### src/hdl/asc_pkg.sv
// types and constants of the alternative service candidate cache
`timescale 1ns / 1ps

package asc_pkg;

    localparam int IN_DATA_W  = 216;
    localparam int IN_USER_W  = 3;
    localparam int OUT_DATA_W = 88;
    localparam int CFG_DATA_W = 22;
    localparam int FAMILIES   = 3;
    localparam int BO_W       = 24;

    localparam logic [4:0]  CAP_RESET      = 5'd16;
    localparam logic [15:0] INIT_BO_RESET  = 16'd1000;
    localparam logic [21:0] MAX_BO_RESET   = 22'd60000;

    localparam logic [1:0] REG_CAPACITY   = 2'd0;
    localparam logic [1:0] REG_INIT_BO    = 2'd1;
    localparam logic [1:0] REG_MAX_BO     = 2'd2;

    localparam logic [1:0] STAT_OK   = 2'd0;
    localparam logic [1:0] STAT_MISS = 2'd1;
    localparam logic [1:0] STAT_IGN  = 2'd2;

    localparam logic [1:0] KIND_IGNORED = 2'd0;
    localparam logic [1:0] KIND_NETWORK = 2'd1;

    localparam logic [1:0] FAM_ANY  = 2'd0;
    localparam logic [1:0] FAM_IPV4 = 2'd1;
    localparam logic [1:0] FAM_IPV6 = 2'd2;

    localparam logic [2:0] ACT_STORE   = 3'd0;
    localparam logic [2:0] ACT_CLEAR   = 3'd1;
    localparam logic [2:0] ACT_LOOKUP  = 3'd2;
    localparam logic [2:0] ACT_FAIL    = 3'd3;
    localparam logic [2:0] ACT_SUCCESS = 3'd4;
    localparam logic [2:0] ACT_NETCHG  = 3'd5;

    typedef enum logic [2:0] {
        OP_STORE,
        OP_CLEAR,
        OP_LOOKUP,
        OP_FAIL,
        OP_SUCCESS,
        OP_NETCHG,
        OP_BAD
    } op_t;

    typedef struct packed {
        op_t         op;
        logic [1:0]  fam;
        logic [31:0] key;
        logic [47:0] now;
        logic [1:0]  pos;
        logic [31:0] gen;
        logic [31:0] host;
        logic [15:0] port;
        logic [47:0] expires;
        logic        persist;
        logic        last;
        logic [1:0]  kind;
    } item_t;

    typedef struct packed {
        logic [15:0] init_bo;
        logic [21:0] max_bo;
    } cfg_t;

    typedef struct packed {
        logic [31:0] key;
        logic [31:0] gen;
        logic [47:0] updated;
        logic [2:0]  count;
    } ent_t;

    typedef struct packed {
        logic [31:0] host;
        logic [15:0] port;
        logic [47:0] expires;
        logic        persist;
    } cand_t;

    typedef struct packed {
        logic [47:0] blk_until;
        logic [7:0]  fails;
        logic        disabled;
    } brk_fam_t;

    typedef brk_fam_t [FAMILIES-1:0] brk_t;

    typedef struct packed {
        logic        persist;
        logic [1:0]  idx;
        logic [31:0] gen;
        logic [15:0] port;
        logic [31:0] host;
        logic [1:0]  status;
    } result_t;

    typedef enum logic [3:0] {
        E_IDLE,
        E_SCAN_RD,
        E_SCAN_CHK,
        E_DISPATCH,
        E_BUILD_RD,
        E_BUILD_CHK,
        E_CAND_RD,
        E_CAND_CHK,
        E_MARK_RD,
        E_MARK_CHK,
        E_BACKOFF,
        E_MARK_WR,
        E_NC_RD,
        E_NC_CHK,
        E_NC_CLR,
        E_RESP
    } eng_state_t;

endpackage

### src/hdl/asc_front.sv
// input side: takes items, decodes the action and queues them for the engine
`timescale 1ns / 1ps

module asc_front
    import asc_pkg::*;
(
    input  logic                 aclk,
    input  logic                 aresetn,
    input  logic                 s_tvalid,
    output logic                 s_tready,
    input  logic [IN_DATA_W-1:0] s_tdata,
    input  logic [IN_USER_W-1:0] s_tuser,
    input  logic                 s_tlast,
    output logic                 q_valid,
    output item_t                q_item,
    input  logic                 q_pop
);

    item_t      q_mem_reg [2];
    logic       wr_ptr_reg, wr_ptr_next;
    logic       rd_ptr_reg, rd_ptr_next;
    logic [1:0] cnt_reg, cnt_next;
    item_t      dec;
    logic       push;
    logic [1:0] famcode;

    always_comb begin
        famcode     = s_tdata[81:80];
        dec.key     = s_tdata[31:0];
        dec.now     = s_tdata[79:32];
        dec.pos     = s_tdata[83:82];
        dec.gen     = s_tdata[115:84];
        dec.host    = s_tdata[147:116];
        dec.port    = s_tdata[163:148];
        dec.expires = s_tdata[211:164];
        dec.persist = s_tdata[212];
        dec.kind    = s_tdata[214:213];
        dec.last    = s_tlast;
        dec.fam     = (famcode == FAM_IPV4 || famcode == FAM_IPV6) ? famcode : FAM_ANY;
        unique case (s_tuser)
            ACT_STORE:   dec.op = OP_STORE;
            ACT_CLEAR:   dec.op = OP_CLEAR;
            ACT_LOOKUP:  dec.op = OP_LOOKUP;
            ACT_FAIL:    dec.op = OP_FAIL;
            ACT_SUCCESS: dec.op = OP_SUCCESS;
            ACT_NETCHG:  dec.op = OP_NETCHG;
            default:     dec.op = OP_BAD;
        endcase
    end

    assign s_tready = (cnt_reg != 2'd2);
    assign push     = s_tvalid && s_tready;
    assign q_valid  = (cnt_reg != 2'd0);
    assign q_item   = q_mem_reg[rd_ptr_reg];

    always_comb begin
        wr_ptr_next = wr_ptr_reg ^ push;
        rd_ptr_next = rd_ptr_reg ^ q_pop;
        cnt_next    = cnt_reg + {1'b0, push} - {1'b0, q_pop};
    end

    always_ff @(posedge aclk) begin
        if (push) begin
            q_mem_reg[wr_ptr_reg] <= dec;
        end
    end

    always_ff @(posedge aclk) begin
        if (!aresetn) begin
            wr_ptr_reg <= 1'b0;
            rd_ptr_reg <= 1'b0;
            cnt_reg    <= 2'd0;
        end else begin
            wr_ptr_reg <= wr_ptr_next;
            rd_ptr_reg <= rd_ptr_next;
            cnt_reg    <= cnt_next;
        end
    end

endmodule

### config.mk
export PLATFORM = sky130hd
export DESIGN_NAME = asc_front
export DESIGN_NICKNAME = d
export VERILOG_FILES = /design/src/hdl/asc_pkg.sv /design/src/hdl/asc_front.sv
export SDC_FILE = /design/constraint.sdc
export NUM_CORES = 1
export LEC_CHECK = 0
export BUFFER_PORTS_ARGS = -buffer_cell sky130_fd_sc_hd__buf_2
export CORE_ASPECT_RATIO = 1.1
export CORE_UTILIZATION = 34
export CTS_CLUSTER_SIZE = 12
export DETAILED_ROUTE_END_ITERATION = 7
export GPL_TIMING_DRIVEN = 0
export PLACE_DENSITY = 0.53
export SLEW_MARGIN = 0
export SYNTH_ARGS = -nofsm -noshare
export SYNTH_HDL_FRONTEND = slang
export SYNTH_SLANG_ARGS = --single-unit
### constraint.sdc
create_clock -name aclk -period 12.65 [get_ports aclk]
set_input_delay 1.265 -clock aclk [delete_from_list [all_inputs] [get_ports aclk]]
set_output_delay 1.265 -clock aclk [all_outputs]
set_load 0.05 [all_outputs]
==> metrics.txt <==
outcome finished clean; CTS tree done; CTS H-tree depth 2; WL per Instance 18.77 um; die area 0.04855 mm^2; Clk pin slew, worst setup/hold paths 0.05 ns; die height 231.0 um; Core ar. 0.04684 mm^2; kind of critical path flop to output port; post-CTS setup buffers 0; final wirelength 35.46 mm; GRT Util Overall 14.38%; GPL Wtd Cong 0.7304; clk root buf clkbuf_16; commonest non-fill, non-tap cell in the layout buf_2; Post-Place Setup Slack 9.304 ns; routed vias 8280; top-area cell type share of the netlist area 81.15%; cell count after synthesis 711; Fmax 0.3033 GHz; crit path buf inv count 3; DP HPWL 24.49 mm; nets 1442; CP Cell Sequence buf_6 > clkbuf_8 > mux2_2 > buf_2; critical path's top delay family buffers and inverters; most frequent cells in the layout buf_2, edfxtp_1, mux2_2; clk_lat worst skew 0.57 ns; Yosys cell types 21; DR pass1 iterations 4; Slew Limit Fails 0; vias in the first global route 8569; crit-path max cell delay 0.38 ns; Arr. time, crit path 2.03 ns; Die W 210.2 um; crit path capture type output port; setup TNS 0 ns; Avg Vias per Cell 4.383; Avg Inst Size Synth 22.79 um^2; PnR worst setup slack 9.353 ns; IO Count 445; Synthesized Nets 937; Final period util 26.06%; CP max FO 10; # rows 83; Slew HR 61.11%; Worst Path Required 11.39 ns; Max VDD drop 141.6 uV; synth top area cells edfxtp_1, mux2_2, clkbuf_8, dfxtp_1, buf_6; cts bufs inserted 47; GRT Residual Overflow 0; slowest CP cell dfxtp_1; Tmin final 3.297 ns; Hold Fails Final Rpt 0; Clock Tree Buf Depth 3; worst slew pin tran 0.5820 ns; setup violators final 0; P_leak 7.739 nW; hold_buf cts 0; DRC 0; skew final 0.01119 ns; Final ANT Viol Nets 0; first-pass GRT wire length 52.04 mm; Port Buffer Count 443; area grow syn2layout 29.04%; sequential element share of the synthesized area 81.77%; post-synthesis cell area 0.01621 mm^2; post-cts resize count 0; Max Cap Violations 0; area leader, netlist edfxtp_1; pwr/cell area 184.2 mW/mm^2; Yosys warning total 0; max reg flops 438; Initial Utilization 34.60%; share of layout cells above drive strength 1 60.85%; Critical Path Start Type flop; Synth Register Bits 443; RSZ-0062 raised after global routing false; 1st-iter DRT viols 298; Tightest Hold Check Type flop to flop; initial antenna violation count 6; Num Clock Sinks 443; largest net degree at the start of global routing 52
[synth_stat cells, drive strengths merged]
| library cell | n |
|---|---|
| edfxtp | 438 |
| mux2 | 219 |
| clkbuf | 23 |
| dfxtp | 5 |
| and2 | 3 |
| buf | 3 |
| nor2b | 3 |
| ha | 2 |
| inv | 2 |
| nand2 | 2 |
| nand2b | 2 |
| a21bo | 1 |
| a21boi | 1 |
| a21oi | 1 |
| mux2i | 1 |
| nor2 | 1 |
| nor3b | 1 |
| or2 | 1 |
| xnor2 | 1 |
| xor2 | 1 |
[layer usage]
| metal | wire [um] | global-route usage [%] | up-vias |
|---|---|---|---|
| met5 | 50 | 0 | - |
| met2 | 18580 | 25.58 | 251 |
| li1 | - | - | 3857 |
| met3 | 2528 | 4.489 | 63 |
| met1 | 13400 | 15.77 | 4101 |
| met4 | 897 | 5.976 | 8 |
[power breakdown]
group | total, W | internal [W] | switching (W)
combinational | 0.000814 | 0.000230 | 0.000584
sequential | 0.00180 | 0.00178 | 0.0000261
clock | 0.00123 | 0.000702 | 0.000531
[per-stage QoR]
step	total power [W]	area (um^2)	std cells	utilization, %	hold WS [ns]
3_3_place_gp	0.002700	19220	1791	41.04	0.5574
5_1_grt	0.003995	20910	1888	44.65	0.6248
3_5_place_dp	0.002663	19550	1804	41.73	0.5737
4_1_cts	0.003914	20910	1886	44.64	0.5847
6_report	0.003852	20910	1889	44.65	0.5853
2_1_floorplan	0.002463	16210	711	-	0.5364
[cell type report]
class	count	area (um^2)
antenna	3	7.507
buffer	26	330.3
clock buffer	62	1275
clock inverter	20	85.08
fill	4184	25920
inverter	2	7.507
multi-input combinational	240	2636
sequential	443	13250
tap	637	797.0
timing repair buffer	456	2522
[tightest hold or removal path, delay by kind of cell (launching register included)]
kind / cells / cell delay [ns]
DFF: 1 / 0.33
and+or+nand+nor: 1 / 0.14
xor gates and xnor gates: 1 / 0.07
[cell families (layout without fill, tap and decap cells)]
family | after synthesis | count (layout) | share of synthesized area, %
flops | 443 | 443 | 81.77
mux | 220 | 220 | 15.28
buf+inv | 28 | 566 | 2.084
simple gates | 13 | 13 | 0.4633
compound gates | 3 | 3 | 0.1390
fa+ha+maj | 2 | 2 | 0.1544
xor+xnor | 2 | 2 | 0.1081
other cells | 0 | 3 | 0
[final timing paths]
path	endpoint	slack (ns)	cells after the start	from
setup / recovery	q_item[125]	9.35	4	flop
hold / removal	rd_ptr_reg	0.59	2	rd_ptr_reg
setup reg to reg	q_mem_reg[1][88]	10.20	7	cnt_reg[0]
hold reg to reg	rd_ptr_reg	0.59	2	rd_ptr_reg
No activity file was read; power rests on OpenSTA's default activity.
